File: config.mk
export PLATFORM = sky130hd
export DESIGN_NAME = stack_queue_buffer_unit
export DESIGN_NICKNAME = d
export VERILOG_FILES = /design/src/rtl/sqb_pkg.sv /design/src/rtl/sqb_front.sv /design/src/rtl/sqb_queue.sv /design/src/rtl/sqb_back.sv /design/src/rtl/stack_queue_buffer_unit.sv
export SDC_FILE = /design/constraint.sdc
export NUM_CORES = 1
export LEC_CHECK = 0
export ABC_AREA = 0
export BUFFER_PORTS_ARGS = -buffer_cell sky130_fd_sc_hd__buf_4
export CAP_MARGIN = 20
export CORE_ASPECT_RATIO = 0.9
export CORE_UTILIZATION = 35
export CTS_CLUSTER_DIAMETER = 80
export DETAILED_ROUTE_END_ITERATION = 7
export PLACE_DENSITY = 0.49
export SYNTH_ARGS = -nofsm -noshare
export SYNTH_HDL_FRONTEND = slang
export SYNTH_SLANG_ARGS = --single-unit
File: constraint.sdc
create_clock -name clock -period 3.5 [get_ports clock]
set_input_delay 0.7 -clock clock [delete_from_list [all_inputs] [get_ports clock]]
set_output_delay 0.7 -clock clock [all_outputs]
set_load 0.02 [all_outputs]
File: src/rtl/sqb_pkg.sv
// shared types and constants of the stack and queue byte buffer
package sqb_pkg;

   localparam int DEFAULT_DEPTH = 8;
   localparam int BYTE_W        = 8;
   localparam int CMD_W         = 3;
   localparam int STATUS_W      = 2;
   localparam int COUNT_OUT_W   = 4;
   localparam int RSP_DATA_W    = BYTE_W + 2 * COUNT_OUT_W;

   // request queue between front and back end, depth a power of two
   localparam int QUEUE_DEPTH   = 2;
   localparam int QUEUE_PTR_W   = $clog2(QUEUE_DEPTH);
   localparam int QUEUE_CNT_W   = $clog2(QUEUE_DEPTH + 1);

   // command codes as they arrive on the request channel
   localparam logic [CMD_W-1:0] CMD_PUSH  = 3'd0;
   localparam logic [CMD_W-1:0] CMD_POP   = 3'd1;
   localparam logic [CMD_W-1:0] CMD_DEQ   = 3'd2;
   localparam logic [CMD_W-1:0] CMD_DUMP  = 3'd3;
   localparam logic [CMD_W-1:0] CMD_CLEAR = 3'd4;

   // decoded operation carried to the back end
   typedef enum logic [2:0] {
      OP_PUSH  = 3'd0,
      OP_POP   = 3'd1,
      OP_DEQ   = 3'd2,
      OP_DUMP  = 3'd3,
      OP_CLEAR = 3'd4,
      OP_NOP   = 3'd5
   } op_type;

   typedef enum logic [STATUS_W-1:0] {
      STS_DONE  = 2'd0,
      STS_FULL  = 2'd1,
      STS_EMPTY = 2'd2
   } status_type;

   typedef struct packed {
      op_type            op;
      logic [BYTE_W-1:0] data;
   } sqb_req_type;

endpackage

File: src/rtl/sqb_front.sv
// front end: takes requests, decodes the command and hands them to the queue
module sqb_front import sqb_pkg::*; (
   input  logic              clock,
   input  logic              reset,
   input  logic              req_tvalid,
   output logic              req_tready,
   input  logic [BYTE_W-1:0] req_tdata,
   input  logic [CMD_W-1:0]  req_tuser,
   output logic              fq_valid,
   output sqb_req_type       fq_req,
   input  logic              fq_ready
);

   logic        valid_ff, valid_in;
   sqb_req_type req_ff, req_in;
   op_type      op_dec;

   assign req_tready = !valid_ff || fq_ready;

   always_comb begin
      case (req_tuser)
         CMD_PUSH:  op_dec = OP_PUSH;
         CMD_POP:   op_dec = OP_POP;
         CMD_DEQ:   op_dec = OP_DEQ;
         CMD_DUMP:  op_dec = OP_DUMP;
         CMD_CLEAR: op_dec = OP_CLEAR;
         default:   op_dec = OP_NOP;
      endcase
   end

   always_comb begin
      req_in   = req_ff;
      valid_in = valid_ff && !fq_ready;
      if (req_tvalid && req_tready) begin
         req_in.op   = op_dec;
         req_in.data = req_tdata;
         valid_in    = 1'b1;
      end
   end

   always_ff @(posedge clock) begin
      if (reset) begin
         valid_ff <= 1'b0;
      end else begin
         valid_ff <= valid_in;
      end
      req_ff <= req_in;
   end

   assign fq_valid = valid_ff;
   assign fq_req   = req_ff;

endmodule

File: src/rtl/sqb_queue.sv
// short request queue decoupling front end and back end
module sqb_queue import sqb_pkg::*; (
   input  logic        clock,
   input  logic        reset,
   input  logic        wr_valid,
   input  sqb_req_type wr_req,
   output logic        wr_ready,
   output logic        rd_valid,
   output sqb_req_type rd_req,
   input  logic        rd_ready
);

   sqb_req_type            slot_ff [QUEUE_DEPTH];
   logic [QUEUE_PTR_W-1:0] wr_ptr_ff, wr_ptr_in;
   logic [QUEUE_PTR_W-1:0] rd_ptr_ff, rd_ptr_in;
   logic [QUEUE_CNT_W-1:0] count_ff, count_in;
   logic                   do_wr, do_rd;

   assign wr_ready = count_ff != QUEUE_CNT_W'(QUEUE_DEPTH);
   assign rd_valid = count_ff != '0;
   assign rd_req   = slot_ff[rd_ptr_ff];
   assign do_wr    = wr_valid && wr_ready;
   assign do_rd    = rd_valid && rd_ready;

   always_comb begin
      wr_ptr_in = do_wr ? wr_ptr_ff + QUEUE_PTR_W'(1) : wr_ptr_ff;
      rd_ptr_in = do_rd ? rd_ptr_ff + QUEUE_PTR_W'(1) : rd_ptr_ff;
      count_in  = count_ff;
      if (do_wr && !do_rd) begin
         count_in = count_ff + QUEUE_CNT_W'(1);
      end else if (do_rd && !do_wr) begin
         count_in = count_ff - QUEUE_CNT_W'(1);
      end
   end

   always_ff @(posedge clock) begin
      if (reset) begin
         wr_ptr_ff <= '0;
         rd_ptr_ff <= '0;
         count_ff  <= '0;
      end else begin
         wr_ptr_ff <= wr_ptr_in;
         rd_ptr_ff <= rd_ptr_in;
         count_ff  <= count_in;
      end
      if (do_wr) begin
         slot_ff[wr_ptr_ff] <= wr_req;
      end
   end

endmodule

File: src/rtl/sqb_back.sv
// back end: shift register store, operation sequencing and response register
module sqb_back import sqb_pkg::*; #(
   parameter int DEPTH = DEFAULT_DEPTH
) (
   input  logic                  clock,
   input  logic                  reset,
   input  logic                  q_valid,
   input  sqb_req_type           q_req,
   output logic                  q_ready,
   output logic                  rsp_tvalid,
   input  logic                  rsp_tready,
   output logic [RSP_DATA_W-1:0] rsp_tdata,
   output logic [STATUS_W-1:0]   rsp_tuser,
   output logic                  rsp_tlast
);

   localparam int CNT_W = $clog2(DEPTH + 1);
   localparam int IDX_W = (DEPTH > 1) ? $clog2(DEPTH) : 1;
   localparam logic [CNT_W-1:0] FULL_CNT = CNT_W'(DEPTH);

   typedef enum logic [1:0] {
      BK_RUN  = 2'b01,
      BK_DUMP = 2'b10
   } back_state_type;

   logic [BYTE_W-1:0]      entries_ff [DEPTH];
   logic [BYTE_W-1:0]      entries_in [DEPTH];
   logic [BYTE_W-1:0]      shift_fwd  [DEPTH];
   logic [CNT_W-1:0]       held_ff, held_in, held_m1;
   logic [CNT_W-1:0]       dump_idx_ff, dump_idx_in;
   back_state_type         state_ff, state_in;
   logic                   out_valid_ff, out_valid_in;
   logic [BYTE_W-1:0]      out_byte_ff, out_byte_in;
   status_type             out_status_ff, out_status_in;
   logic                   out_last_ff, out_last_in;
   logic [COUNT_OUT_W-1:0] out_fill_ff, out_fill_in;
   logic [COUNT_OUT_W-1:0] out_free_ff, out_free_in;
   logic                   slot_free, emit;
   logic                   do_push, do_shift, do_rotate;
   logic [31:0]            cnt_wide, free_wide;

   // every entry moved one place towards the front
   for (genvar g = 0; g < DEPTH; g++) begin : g_shift
      if (g == DEPTH - 1) begin : g_end
         assign shift_fwd[g] = entries_ff[g];
      end else begin : g_mid
         assign shift_fwd[g] = entries_ff[g + 1];
      end
   end

   assign held_m1   = held_ff - CNT_W'(1);
   assign slot_free = !out_valid_ff || rsp_tready;

   always_comb begin
      held_in       = held_ff;
      dump_idx_in   = dump_idx_ff;
      state_in      = state_ff;
      q_ready       = 1'b0;
      emit          = 1'b0;
      do_push       = 1'b0;
      do_shift      = 1'b0;
      do_rotate     = 1'b0;
      out_byte_in   = out_byte_ff;
      out_status_in = out_status_ff;
      out_last_in   = out_last_ff;
      case (state_ff)
         BK_RUN: begin
            if (q_valid && slot_free) begin
               q_ready       = 1'b1;
               emit          = 1'b1;
               out_byte_in   = '0;
               out_status_in = STS_DONE;
               out_last_in   = 1'b1;
               case (q_req.op)
                  OP_PUSH: begin
                     if (held_ff < FULL_CNT) begin
                        do_push = 1'b1;
                        held_in = held_ff + CNT_W'(1);
                     end else begin
                        out_status_in = STS_FULL;
                     end
                  end
                  OP_POP: begin
                     if (held_ff == '0) begin
                        out_status_in = STS_EMPTY;
                     end else begin
                        out_byte_in = entries_ff[held_m1[IDX_W-1:0]];
                        held_in     = held_m1;
                     end
                  end
                  OP_DEQ: begin
                     if (held_ff == '0) begin
                        out_status_in = STS_EMPTY;
                     end else begin
                        out_byte_in = entries_ff[0];
                        do_shift    = 1'b1;
                        held_in     = held_m1;
                     end
                  end
                  OP_DUMP: begin
                     if (held_ff == '0) begin
                        out_status_in = STS_EMPTY;
                     end else begin
                        out_byte_in = entries_ff[0];
                        do_rotate   = 1'b1;
                        if (held_ff != CNT_W'(1)) begin
                           out_last_in = 1'b0;
                           dump_idx_in = CNT_W'(1);
                           state_in    = BK_DUMP;
                        end
                     end
                  end
                  OP_CLEAR: begin
                     held_in = '0;
                  end
                  default: begin
                  end
               endcase
            end
         end
         BK_DUMP: begin
            if (slot_free) begin
               emit          = 1'b1;
               out_byte_in   = entries_ff[0];
               out_status_in = STS_DONE;
               do_rotate     = 1'b1;
               if (dump_idx_ff + CNT_W'(1) == held_ff) begin
                  out_last_in = 1'b1;
                  state_in    = BK_RUN;
               end else begin
                  out_last_in = 1'b0;
                  dump_idx_in = dump_idx_ff + CNT_W'(1);
               end
            end
         end
         default: begin
            state_in = BK_RUN;
         end
      endcase
   end

   // store update: append, shift forward, or rotate front entry to the back
   always_comb begin
      for (int i = 0; i < DEPTH; i++) begin
         entries_in[i] = entries_ff[i];
         if (do_push && IDX_W'(i) == held_ff[IDX_W-1:0]) begin
            entries_in[i] = q_req.data;
         end else if (do_shift) begin
            entries_in[i] = shift_fwd[i];
         end else if (do_rotate) begin
            entries_in[i] = (IDX_W'(i) == held_m1[IDX_W-1:0]) ? entries_ff[0] : shift_fwd[i];
         end
      end
   end

   always_comb begin
      cnt_wide     = 32'(held_in);
      free_wide    = 32'(DEPTH) - cnt_wide;
      out_fill_in  = emit ? cnt_wide[COUNT_OUT_W-1:0] : out_fill_ff;
      out_free_in  = emit ? free_wide[COUNT_OUT_W-1:0] : out_free_ff;
      out_valid_in = emit || (out_valid_ff && !rsp_tready);
   end

   always_ff @(posedge clock) begin
      if (reset) begin
         state_ff     <= BK_RUN;
         held_ff      <= '0;
         dump_idx_ff  <= '0;
         out_valid_ff <= 1'b0;
      end else begin
         state_ff     <= state_in;
         held_ff      <= held_in;
         dump_idx_ff  <= dump_idx_in;
         out_valid_ff <= out_valid_in;
      end
      entries_ff    <= entries_in;
      out_byte_ff   <= out_byte_in;
      out_status_ff <= out_status_in;
      out_last_ff   <= out_last_in;
      out_fill_ff   <= out_fill_in;
      out_free_ff   <= out_free_in;
   end

   assign rsp_tvalid = out_valid_ff;
   assign rsp_tdata  = {out_free_ff, out_fill_ff, out_byte_ff};
   assign rsp_tuser  = out_status_ff;
   assign rsp_tlast  = out_last_ff;

endmodule

File: src/rtl/stack_queue_buffer_unit.sv
// top level of the stack and queue byte buffer
//
// a byte buffer of DEPTH entries usable as a stack and a queue at once: push appends at the
// back, pop takes the back entry, dequeue takes the front entry and moves the rest forward,
// dump streams every held entry front first with tlast on the final one, clear empties it.
// every response carries the fill count and free space after the request (both four bits
// wide, so they wrap for DEPTH above 15). a front end registers and decodes each request and
// drops it into a two-entry queue; the back end executes from the queue into a response
// register. push, pop, dequeue, clear and unused commands each give one response, so with a
// ready response side the unit sustains one request per cycle; a dump of n held entries
// holds the back end until it has given n responses (one when empty), one per cycle while
// the response side is ready, and meanwhile the front end and queue keep taking up to three
// requests. entries live in a shift register, so dequeue and dump rotation move all at once.
module stack_queue_buffer_unit import sqb_pkg::*; #(
   parameter int DEPTH = DEFAULT_DEPTH   // 1 to 64 entries
) (
   input  logic                  clock,
   input  logic                  reset,
   input  logic                  req_tvalid,
   output logic                  req_tready,
   input  logic [BYTE_W-1:0]     req_tdata,   // push_byte[7:0]
   input  logic [CMD_W-1:0]      req_tuser,   // cmd[2:0]
   output logic                  rsp_tvalid,
   input  logic                  rsp_tready,
   output logic [RSP_DATA_W-1:0] rsp_tdata,   // out_byte[7:0], fill_count[11:8], free_space[15:12]
   output logic [STATUS_W-1:0]   rsp_tuser,   // status[1:0]
   output logic                  rsp_tlast    // last response of a request
);

   // decoded request from front end into the queue
   logic        fq_valid, fq_ready;
   sqb_req_type fq_req;

   // queue head towards the back end
   logic        bq_valid, bq_ready;
   sqb_req_type bq_req;

   sqb_front u_front (
      .clock      (clock),
      .reset      (reset),
      .req_tvalid (req_tvalid),
      .req_tready (req_tready),
      .req_tdata  (req_tdata),
      .req_tuser  (req_tuser),
      .fq_valid   (fq_valid),
      .fq_req     (fq_req),
      .fq_ready   (fq_ready)
   );

   sqb_queue u_queue (
      .clock    (clock),
      .reset    (reset),
      .wr_valid (fq_valid),
      .wr_req   (fq_req),
      .wr_ready (fq_ready),
      .rd_valid (bq_valid),
      .rd_req   (bq_req),
      .rd_ready (bq_ready)
   );

   sqb_back #(
      .DEPTH (DEPTH)
   ) u_back (
      .clock      (clock),
      .reset      (reset),
      .q_valid    (bq_valid),
      .q_req      (bq_req),
      .q_ready    (bq_ready),
      .rsp_tvalid (rsp_tvalid),
      .rsp_tready (rsp_tready),
      .rsp_tdata  (rsp_tdata),
      .rsp_tuser  (rsp_tuser),
      .rsp_tlast  (rsp_tlast)
   );

   // fill and free always add up to the depth, modulo the count width
   a_fill_free_sum: assert property (@(posedge clock) disable iff (reset)
      rsp_tvalid |->
         COUNT_OUT_W'(rsp_tdata[11:8] + rsp_tdata[15:12]) == COUNT_OUT_W'(DEPTH))
      else $error("fill and free space do not add up to the depth");

   // a rejected push only happens on a full buffer
   a_full_status: assert property (@(posedge clock) disable iff (reset)
      (rsp_tvalid && rsp_tuser == STS_FULL) |->
         (rsp_tdata[11:8] == COUNT_OUT_W'(DEPTH) && rsp_tdata[7:0] == '0 && rsp_tlast))
      else $error("full status with a buffer that is not full");

   // an empty response is a single closing response with nothing held
   a_empty_status: assert property (@(posedge clock) disable iff (reset)
      (rsp_tvalid && rsp_tuser == STS_EMPTY) |->
         (rsp_tdata[11:8] == '0 && rsp_tdata[7:0] == '0 && rsp_tlast))
      else $error("empty status with entries held or more responses to follow");

endmodule

==> metrics.md, run 1 <==
| Metric | Value |
|---|---|
| Final non-filler cell total | between 800 and 900 |
| Mapped Cells | between 500 and 600 |
| CTS resizes | 0 |
| P_leak | 3.231 nW |
| HP Class | flop to flop |
| Fin crit share | 89.39% |
| Sequential element share of the synthesized area | a little under three fifths |
| First-pass GRT wire length | approximately 28000 µm |
| Crit-path max cell delay | just over 800 ps |
| Post-synth EDFFs | 115 |
| Area growth from synthesis to layout | 16.78% |
| Hold buffers post-CTS | 0 |
| WP data arrival | 3190 ps |
| Dpl cells | between 800 and 900 |
| Fin Hold WS | roughly 450 ps |
| Clock slew seen by the registers of the worst setup and hold paths | ~60 ps |
| Syn nets | between 500 and 600 |
| Slowest cell on the critical path | dfxtp_1 |
| Starting Density | a little over a third |
| Full die area | slightly above 20000 µm² |
| Pre-CTS WS | 427.2 ps |
| Clock root buffer | clkbuf_16 |
| GP Congestion | about 0.82 |
| Yosys reg bits | between 100 and 150 |
| DP HPWL | 12700 µm |
| Post-CTS setup buffer count | 0 |
| Fmax | 0.3196 GHz |
| Initial antenna violation count | 0 |
| Largest net degree at the start of global routing | 23 |
| RSZ-0062 raised after global routing | no |
| IO Count | 36 |
| Post-DRT Antenna Nets | 0 |
| Core area | between 15000 and 20000 µm² |
| Net Sw Power | about 0.0014 W |
| Netlist Area Pre-Place | just under 7000 µm² |
| CTS tree | done |
| Nets | between 600 and 700 |
| Top FF cell, synth | edfxtp_1 |
| Clk Latency, worst-skew pair | between 400 and 500 ps |
| Ys async rst share | 0% |
| Vias in the first global route | between 4000 and 5000 |
| I/O Buffers | 35 |
| Routed vias/inst | between 5 and 6 |
| CTS sink cnt | around 130 |
| Die width | 149.9 µm |
| H-tree lvl count | 4 |
| Sequential Power Share | 41.5% |
| P per Cell Area | just over 600 nW/µm² |
| Cell taking the most area after synthesis | edfxtp_1 |
| Yosys warnings | 0 |
| Clock buffer depth | 2 |
| Gr ovfl total | 0 |
| Vert. Die Dim | 135.1 µm |
| Total power | a little under 0.005 W |
| Cts bufs inserted | 17 |
| Gate power share | 20.4% |
| Share of the synthesized area in the top cell type | roughly half |
| Drt initial violations | about 420 |
| DRT Wirelength | 18090 µm |
| Routed len/inst | 21.23 µm |
| Final Worst Setup Slack | 371.3 ps |
| Slew HR | 36.44% |
| Count leader, synth | edfxtp_1 |
| Final setup viols | 0 |
| Fraction of layout cells with a size suffix above 1 | a little under a quarter |
| Hold path start | u_front.fq_req[4] |
| FP Rows | between 40 and 50 |
| Post-synth top cells | 115 x edfxtp_1, 68 x nor2_1, 61 x mux2i_1 |
| Synth area leaders | edfxtp_1 50%, mux2i_1 8.9%, mux4_2 5.2%, dfxtp_1 4.9%, mux2_2 4.4% |
| Setup TNS | 0 ps |
| Worst slew pin tran | between 900 and 1000 ps |
| Mapped Avg Cell Area | 12.51 µm² |
| Total of max-cap violations | 0 |
| Post-synth cell types | between 60 and 70 |
| Cells along the critical path | nor4b_1 > nor2_1 > nor3_2 > buf_4 > nand3_2 > nand3_1 |
| Vias | 4601 |
| Fill cells | 1810 |
| DRC violations left | 0 |
| Min Tclk post-route | between 3000 and 4000 ps |
| First drt pass iteration count | 5 |
| Slew Viols, Final | 0 |
| Clock share of power | about two fifths |
| Switching share of power | slightly below 30% |
| Run status | finished clean |
| Hold Violations, Final | 0 |
| Layout Skew | 12.17 ps |
| VDD IR max | between 0.0003 and 0.0004 V |
| Startpoint types | flop |
| Number of diodes | 0 |
| CP max FO | 20 |
| Global Route Usage Sum | 18.92% |
| Int Pwr | approximately 0.0034 W |
| Crit. End Element | flop |
| Req. time, crit path | 3560 ps |
| Crit path kind | flop to flop |
-- critical path: cells and delay by family, from the launching register on --
kind                   cells  cell delay [ps]
buffers and inverters      1              200
AND/OR/NAND/NOR            5             1720
flip-flops                 1              830
-- cell type report --
class | instances | area, µm² | share of cell area, %
timing repair buffer | 52 | 390.4 | 4.851
inverter | 14 | 52.55 | 0.6530
clock buffer | 20 | 436.7 | 5.426
tap | 250 | 312.8 | 3.887
multi-input combinational | 374 | 2903 | 36.07
sequential | 132 | 3794 | 47.14
clock inverter | 10 | 158.9 | 1.974
-- metrics by stage --
step	utilization, %	area (µm²)
6_report	41.88	8048
5_1_grt	41.88	8048
4_1_cts	41.88	8048
3_5_place_dp	38.78	7452
3_3_place_gp	38.78	7452
2_1_floorplan	-	6892
-- cells in the final DEF, fill, tap and decap left out, types with 13 or more instances in the layout --
cell type and count:
buf_4 52, nand2_1 30, dfxtp_1 17, mux2_2 27, a21oi_1 58, clkbuf_16 17, edfxtp_1 115, mux2i_1 61
mux4_2 16, inv_1 13, o21ai_0 14, nor2_1 68
-- worst paths after layout --
kind,end,slack (ps),depth (start not counted)
hold reg to reg,u_queue.slot_ff[0][4],450,0
hold / removal,u_queue.slot_ff[0][4],450,0
setup reg to reg,u_back.entries_ff[57],370,6
setup / recovery,u_back.entries_ff[57],370,6
-- registers in the layout, indices dropped and copies added, names as in the netlist, named ones only --
| name | cells |
|---|---|
| u_back.rsp_tlast | 1 |
| u_queue.count_ff | 2 |
| u_back.out_byte_ff | 8 |
| u_front.fq_req | 11 |
| u_back.entries_ff | 64 |
| u_back.rsp_tuser | 2 |
| u_back.out_fill_ff | 3 |
| u_back.held_ff | 4 |
| u_queue.rd_ptr_ff | 1 |
| u_queue.slot_ff | 22 |
| u_back.out_free_ff | 4 |
| u_front.fq_valid | 1 |
| u_back.dump_idx_ff | 4 |
| u_back.rsp_tvalid | 1 |
| u_queue.wr_ptr_ff | 1 |
| u_back.state_ff | 2 |
-- power by group through the flow --
| stage | Sequential, W | Combinational, W | Clock, W |
|---|---|---|---|
| 2_1_floorplan | 0.00207 | 0.000573 | 0 |
| 3_3_place_gp | 0.00204 | 0.000977 | 0 |
| 3_5_place_dp | 0.00205 | 0.000983 | 0 |
| 4_1_cts | 0.00202 | 0.000990 | 0.00188 |
| 5_1_grt | 0.00203 | 0.00105 | 0.00193 |
| 6_report | 0.00201 | 0.000988 | 0.00185 |
-- cells by family after synthesis --
logic type               synth area share, %
adder cells (fa/ha/maj)                2.179
AND/OR/NAND/NOR                        10.53
buffers and inverters                  2.832
AO/OA/AOI/OAI                          8.552
XOR/XNOR                               2.142
multiplexers                           18.72
flip-flops                             55.05
-- metal layers --
metal | track usage (%) | wire [µm] | up-vias | part of all wire (%)
met5 | 0 | 0 | - | 0
met4 | 6.846 | 347 | 0 | 1.9
met3 | 4.122 | 1070 | 26 | 5.9
met2 | 25.85 | 7458 | 171 | 41
met1 | 28.91 | 9212 | 2262 | 51
li1 | - | - | 2142 | -
Power figures use the tool's default switching activity.
==> run 2: changes to the inputs <==
SKIP_CTS_REPAIR_TIMING = 1   (was unset)
clock period = 3.3 ns   (was 3.5 ns; I/O delays follow)
==> run 2 against run 1 <==
  * Final area decreased by 1.1%
  * Fmax increased by 7.6%
  * First-iteration DRC count decreased by 6.0%
  * Worst setup slack improved by 20 ps
  * Final cell count decreased by 0.47%
  * Wire length decreased by 7.5%
  * Clock skew about the same
  * Count of clock-buffer cells in the layout decreased by 1
  * Combinational power increased by 6%
  * Die area unchanged
  * Clock power decreased by 3%
  * Critical path type unchanged
  * Largest power group unchanged
==> metrics.md, run 2 (same netlist as run 1, synthesis figures left out) <==
| Metric | Value |
|---|---|
| Biggest register | u_back.entries_ff |
| VDD IR max | 0.0003464 V (+7.0%) |
| Fin crit share | 88.14% (-1.3 points) |
| Commonest cells after routing, fill and taps aside | 115 x edfxtp_1, 68 x nor2_1, 61 x mux2i_1 |
| Hold path start | req_tdata[4] |
| Total of max-cap violations | 0 (unchanged) |
| DRT Wirelength | 16730 µm (-7.5%) |
| IO Count | 36 (unchanged) |
| Most numerous cell on the critical path | buf_4 |
| CTS tree | done |
| Req. time, crit path | 3370 ps (-190 ps) |
| P per Cell Area | 622.3 nW/µm² (+3.2%) |
| Startpoint types | flop |
| FP Rows | 48 (unchanged) |
| Number of flip-flops in the largest register | 64 (unchanged) |
| CP max FO | 17 (-15%) |
| Crit. End Element | flop |
| Reg2reg setup slack | 390 ps (+20 ps) |
| CTS sink cnt | 132 (unchanged) |
| Largest net degree at the start of global routing | 18 (-22%) |
| R2R depth | 7 (+1) |
| Slew Viols, Final | 0 (unchanged) |
| Post-DRT Antenna Nets | 0 (unchanged) |
| Clock slew seen by the registers of the worst setup and hold paths | 60 ps (about the same) |
| Drt initial violations | 391 (-6.0%) |
| First-pass GRT wire length | 25830 µm (-6.4%) |
| Placed Area | 7415 µm² (-0.50%) |
| Crit-path max cell delay | 520 ps (-310 ps) |
| Final setup viols | 0 (unchanged) |
| I/O Buffers | 35 (unchanged) |
| Setup TNS | 0 ps (unchanged) |
| Pre-CTS WS | 386.7 ps (-40.49 ps) |
| HP Class | input port to flop |
| First drt pass iteration count | 6 (+1) |
| Vias in the first global route | 4327 (-3.7%) |
| Cells along the critical path | buf_4 > nor4b_1 > nor2_1 > nor3_2 > buf_4 > nand3_2 > nand2_1 |
| RSZ-0062 raised after global routing | no |
| Commonest non-fill, non-tap cell in the layout | edfxtp_1 |
| Clk Latency, worst-skew pair | 430 ps (about the same) |
| Die width | 149.9 µm (unchanged) |
| Slew HR | 34.43% (-2.0 points) |
| DP HPWL | 12120 µm (-4.6%) |
| Slowest cell on the critical path | dfxtp_1 |
| Post-Route Utilization | 41.43% (-0.44 points) |
| Layout Skew | 12.22 ps (+0.04610 ps) |
| Initial antenna violation count | 0 (unchanged) |
| H-tree lvl count | 4 (unchanged) |
| Routed vias/inst | 5.282 (-2.2%) |
| Cts bufs inserted | 17 (unchanged) |
| Run status | finished clean |
| Core area | 19220 µm² (unchanged) |
| P_leak | 3.185 nW (-1.4%) |
| Number of diodes | 0 (unchanged) |
| Hold worst-path end | u_front.fq_req[4] |
| Clock root buffer | clkbuf_16 |
| WP data arrival | 2980 ps (-210 ps) |
| Fraction of layout cells with a size suffix above 1 | 23.08% (-0.84 points) |
| Full die area | 20260 µm² (unchanged) |
| Vias | 4479 (-2.7%) |
| Crit path kind | flop to flop |
| Total power | 0.004955 W (+2.1%) |
| Clock buffer depth | 2 (unchanged) |
| Final instance area | 7963 µm² (-1.1%) |
| GP Congestion | 0.8580 (+4.6%) |
| Routed len/inst | 19.72 µm (-7.1%) |
| Final Worst Setup Slack | 391.3 ps (+20.04 ps) |
| Nets | 613 (-0.81%) |
| Global Route Usage Sum | 17.45% (-1.5 points) |
| Worst slew pin tran | 980.0 ps (+30.04 ps) |
| Area growth from synthesis to layout | 15.54% |
| Vert. Die Dim | 135.1 µm (unchanged) |
| Gr ovfl total | 0 (unchanged) |
| WHS Path Cells | 1 (+1) |
| Starting Density | 35.86% (unchanged) |
| DRC violations left | 0 (unchanged) |
| Min Tclk post-route | 2909 ps (-220.0 ps) |
| R2R Path End | u_back.entries_ff[22] |
| Fmax | 0.3438 GHz (+7.6%) |
| Hold Violations, Final | 0 (unchanged) |
[run 2: layer usage]
metal / GRT usage [%] / share of wire (%) / vias up
li1: - / - / 2136
met1: 26.26 / 51 / 2177
met2: 24.31 / 42 / 159
met3: 4.662 / 6.3 / 7
met4: 4.938 / 0.74 / 0
met5: 0 / 0 / -
[run 2: layout make-up]
type | instances | area, µm²
clock buffers | 19 | 432.9
clock inverters | 12 | 115.1
fillers | 1833 | 11260
inverters | 14 | 52.55
multi-input cells | 374 | 2903
flip-flops and latches | 132 | 3794
well taps | 250 | 312.8
repair buffers | 47 | 352.8
[run 2: stage by stage]
| step | hold slack (ps) | instances |
|---|---|---|
| finish | 411.5 | 848 |
| detailed placement | 431.7 | 817 |
| floorplan | 421.5 | 551 |
| global placement | 422.1 | 817 |
| global route | 393.7 | 848 |
| CTS | 397.1 | 848 |
[run 2: critical path, delay by kind of cell (launching register included)]
kind	cells	cell delay, ps
buffers and inverters	2	480
and+or+nand+nor	5	1560
DFF	1	520
[run 2: power by group]
part / total (W) / switching [W] / internal (W)
combinational: 0.00105 / 0.000654 / 0.000395
sequential: 0.00211 / 0.0000996 / 0.00201
clock: 0.00180 / 0.000705 / 0.00109
[run 2: worst max-delay path by stage]
stage | cells past startpoint | slack, ps | start | endpoint
detailed placement | 7 | 390 | flop | u_back.entries_ff[23]
floorplan | 11 | 380 | u_back.held_ff[0] | u_back.out_free_ff[3]
global route | 7 | 90 | flop | u_back.entries_ff[48]
global placement | 8 | 440 | rsp_tready | u_back.entries_ff[23]
CTS | 7 | 370 | flop | u_back.entries_ff[23]
finish | 7 | 390 | flop | u_back.entries_ff[22]
==> run 3: changes to the inputs <==
--- a/config.mk
+++ b/config.mk
@@ -15,2 +15,3 @@
 export PLACE_DENSITY = 0.49
+export REMOVE_ABC_BUFFERS = 1
 export SKIP_CTS_REPAIR_TIMING = 1
==> constraint.sdc (replaced) <==
create_clock -name clock -period 3.3 [get_ports clock]
set_input_delay 0.33 -clock clock [delete_from_list [all_inputs] [get_ports clock]]
set_output_delay 0.33 -clock clock [all_outputs]
set_load 0.02 [all_outputs]
==> run 3 against run 2 <==
  * Count of clock-buffer cells in the layout is 1 higher
  * Utilization is 0.34 points higher
  * Flip-flop and latch count stayed put
  * Critical path depth is 2 higher
  * Non-clock buffer count is 2 higher
  * Final area is 0.82% higher
  * Sequential power hardly changed
  * Die area stayed put
  * Combinational power hardly changed
  * Register-to-register slack better by 90 ps
  * Worst hold slack worse by 320 ps
==> metrics.md, run 3 (same netlist as run 1, synthesis figures left out) <==
| Metric | Value |
|---|---|
| Global Route Usage Sum | 17.00% (-0.45 points) |
| Slew Viols, Final | 0 (unchanged) |
| CTS tree | done |
| Slowest cell on the critical path | nand2_1 |
| Die width | 149.9 µm (unchanged) |
| Biggest register | u_back.entries_ff |
| First-pass GRT wire length | 25250 µm (-2.2%) |
| Routed vias/inst | 5.249 (-0.62%) |
| RR Startpoint | u_back.state_ff[1] |
| Starting Density | 35.86% (unchanged) |
| Number of flip-flops in the largest register | 64 (unchanged) |
| Worst slew pin tran | 853.4 ps (-126.5 ps) |
| Hold Violations, Final | 0 (unchanged) |
| Clock root buffer | clkbuf_16 |
| Clk Latency, worst-skew pair | 420 ps (about the same) |
| Cells along the critical path | inv_1 > ha_1 > inv_1 > nor3_4 > inv_1 > nor3_2 > buf_4 > nand3_2 > nand2_1 |
| Core area | 19220 µm² (unchanged) |
| P per Cell Area | 633.2 nW/µm² (+1.8%) |
| RSZ-0062 raised after global routing | no |
| Area growth from synthesis to layout | 16.49% |
| Nets | 615 (+0.33%) |
| Final setup viols | 0 (unchanged) |
| Min Tclk post-route | 2818 ps (-90.50 ps) |
| Register area | 3794 µm² (unchanged) |
| Fill cells | 1816 (-0.93%) |
| Gr ovfl total | 0 (unchanged) |
| Setup TNS | 0 ps (unchanged) |
| Largest net degree at the start of global routing | 23 (+5) |
| Routed len/inst | 19.03 µm (-3.5%) |
| WP depth | 9 (+2) |
| Initial antenna violation count | 0 (unchanged) |
| Crit path kind | flop to flop |
| VDD IR max | 0.0004059 V (+17%) |
| Commonest non-fill, non-tap cell in the layout | edfxtp_1 |
| Fmax | 0.3548 GHz (+3.2%) |
| I/O Buffers | 35 (unchanged) |
| Drt initial violations | 469 (+20%) |
| Clock slew seen by the registers of the worst setup and hold paths | 60 ps (about the same) |
| Run status | finished clean |
| Crit. End Element | flop |
| Largest delay share family, worst path | simple AND/OR/NAND/NOR gates |
| Fin crit share | 85.40% (-2.7 points) |
| P_leak | 3.218 nW (+1.0%) |
| DRT Wirelength | 16200 µm (-3.2%) |
| Clock buffer depth | 2 (unchanged) |
| Placed Area | 7430 µm² (+0.20%) |
| FP Rows | 48 (unchanged) |
| Most numerous cell on the critical path | inv_1 |
| CP Launch Point | u_back.state_ff[1] |
| Reg2reg setup slack | 480 ps (+90 ps) |
| R2R depth | 9 (+2) |
| Area of the multi-input gates | 2903 µm² (unchanged) |
| DP HPWL | 11580 µm (-4.5%) |
| Full die area | 20260 µm² (unchanged) |
| Layout Skew | 9.108 ps (-3.112 ps) |
| Final instance area | 8028 µm² (+0.82%) |
| Startpoint types | flop |
| CP max FO | 17 (unchanged) |
| Buf/Inv on CP | 4 (+2) |
| Req. time, crit path | 3370 ps (about the same) |
| Slew HR | 42.93% (+8.5 points) |
| Fraction of layout cells with a size suffix above 1 | 23.13% (+0.051 points) |
| HP Class | input port to flop |
| Worst Setup EP | u_back.entries_ff[18] |
| Vias | 4467 (-0.27%) |
| First drt pass iteration count | 5 (-1) |
| Vert. Die Dim | 135.1 µm (unchanged) |
| CTS sink cnt | 132 (unchanged) |
| Number of diodes | 0 (unchanged) |
| WP data arrival | 2890 ps (-90 ps) |
| Post-DRT Antenna Nets | 0 (unchanged) |
| Vias in the first global route | 4327 (unchanged) |
| H-tree lvl count | 4 (unchanged) |
| Commonest cells after routing, fill and taps aside | 115 x edfxtp_1, 68 x nor2_1, 61 x mux2i_1 |
| Cts bufs inserted | 17 (unchanged) |
| Total of max-cap violations | 0 (unchanged) |
| R2R Path End | u_back.entries_ff[18] |
| IO Count | 36 (unchanged) |
| DRC violations left | 0 (unchanged) |
| Crit-path max cell delay | 450 ps (-70 ps) |
| GP Congestion | 0.7920 (-7.7%) |
-- run 3: metal layers --
layer / part of all wire (%) / global-route usage (%) / vias to the layer above
met3: 6.3 / 4.291 / 13
met5: 0 / 0 / -
li1: - / - / 2141
met1: 51 / 25.61 / 2179
met4: 0.93 / 4.489 / 0
met2: 42 / 23.97 / 134
-- run 3: cell type report --
| type | instances | area share, % |
|---|---|---|
| sequential | 132 | 47.26 |
| multi-input combinational | 374 | 36.16 |
| clock buffer | 20 | 5.440 |
| timing repair buffer | 49 | 4.582 |
| tap | 250 | 3.897 |
| clock inverter | 12 | 2.011 |
| inverter | 14 | 0.6546 |
-- run 3: how the worst min path moves through the flow --
stage | end | from | depth (start not counted)
finish | u_front.fq_req[2] | req_tdata[2] | 1
global route | u_front.fq_req[1] | req_tdata[1] | 1
CTS | u_front.fq_req[2] | req_tdata[2] | 1
detailed placement | u_queue.slot_ff[1][6] | u_front.fq_req[6] | 0
global placement | u_queue.slot_ff[0][7] | u_front.fq_req[7] | 0
floorplan | u_back.dump_idx_ff[2] | reset | 1
-- run 3: power by group --
part           switching, W  internal, W
clock              0.000692      0.00125
sequential        0.0000930      0.00201
combinational      0.000644     0.000394
-- run 3: stage by stage --
stage | setup slack [ps] | instances | power, W | util [%] | hold WS (ps)
floorplan | 125.5 | 520 | 0.002774 | - | 399.1
global placement | 449.6 | 819 | 0.003166 | 38.66 | 423.2
detailed placement | 450.7 | 819 | 0.003174 | 38.66 | 436.0
CTS | 383.8 | 851 | 0.005119 | 41.77 | 76.95
global route | 175.1 | 851 | 0.005276 | 41.77 | 73.19
finish | 481.8 | 851 | 0.005083 | 41.77 | 90.72
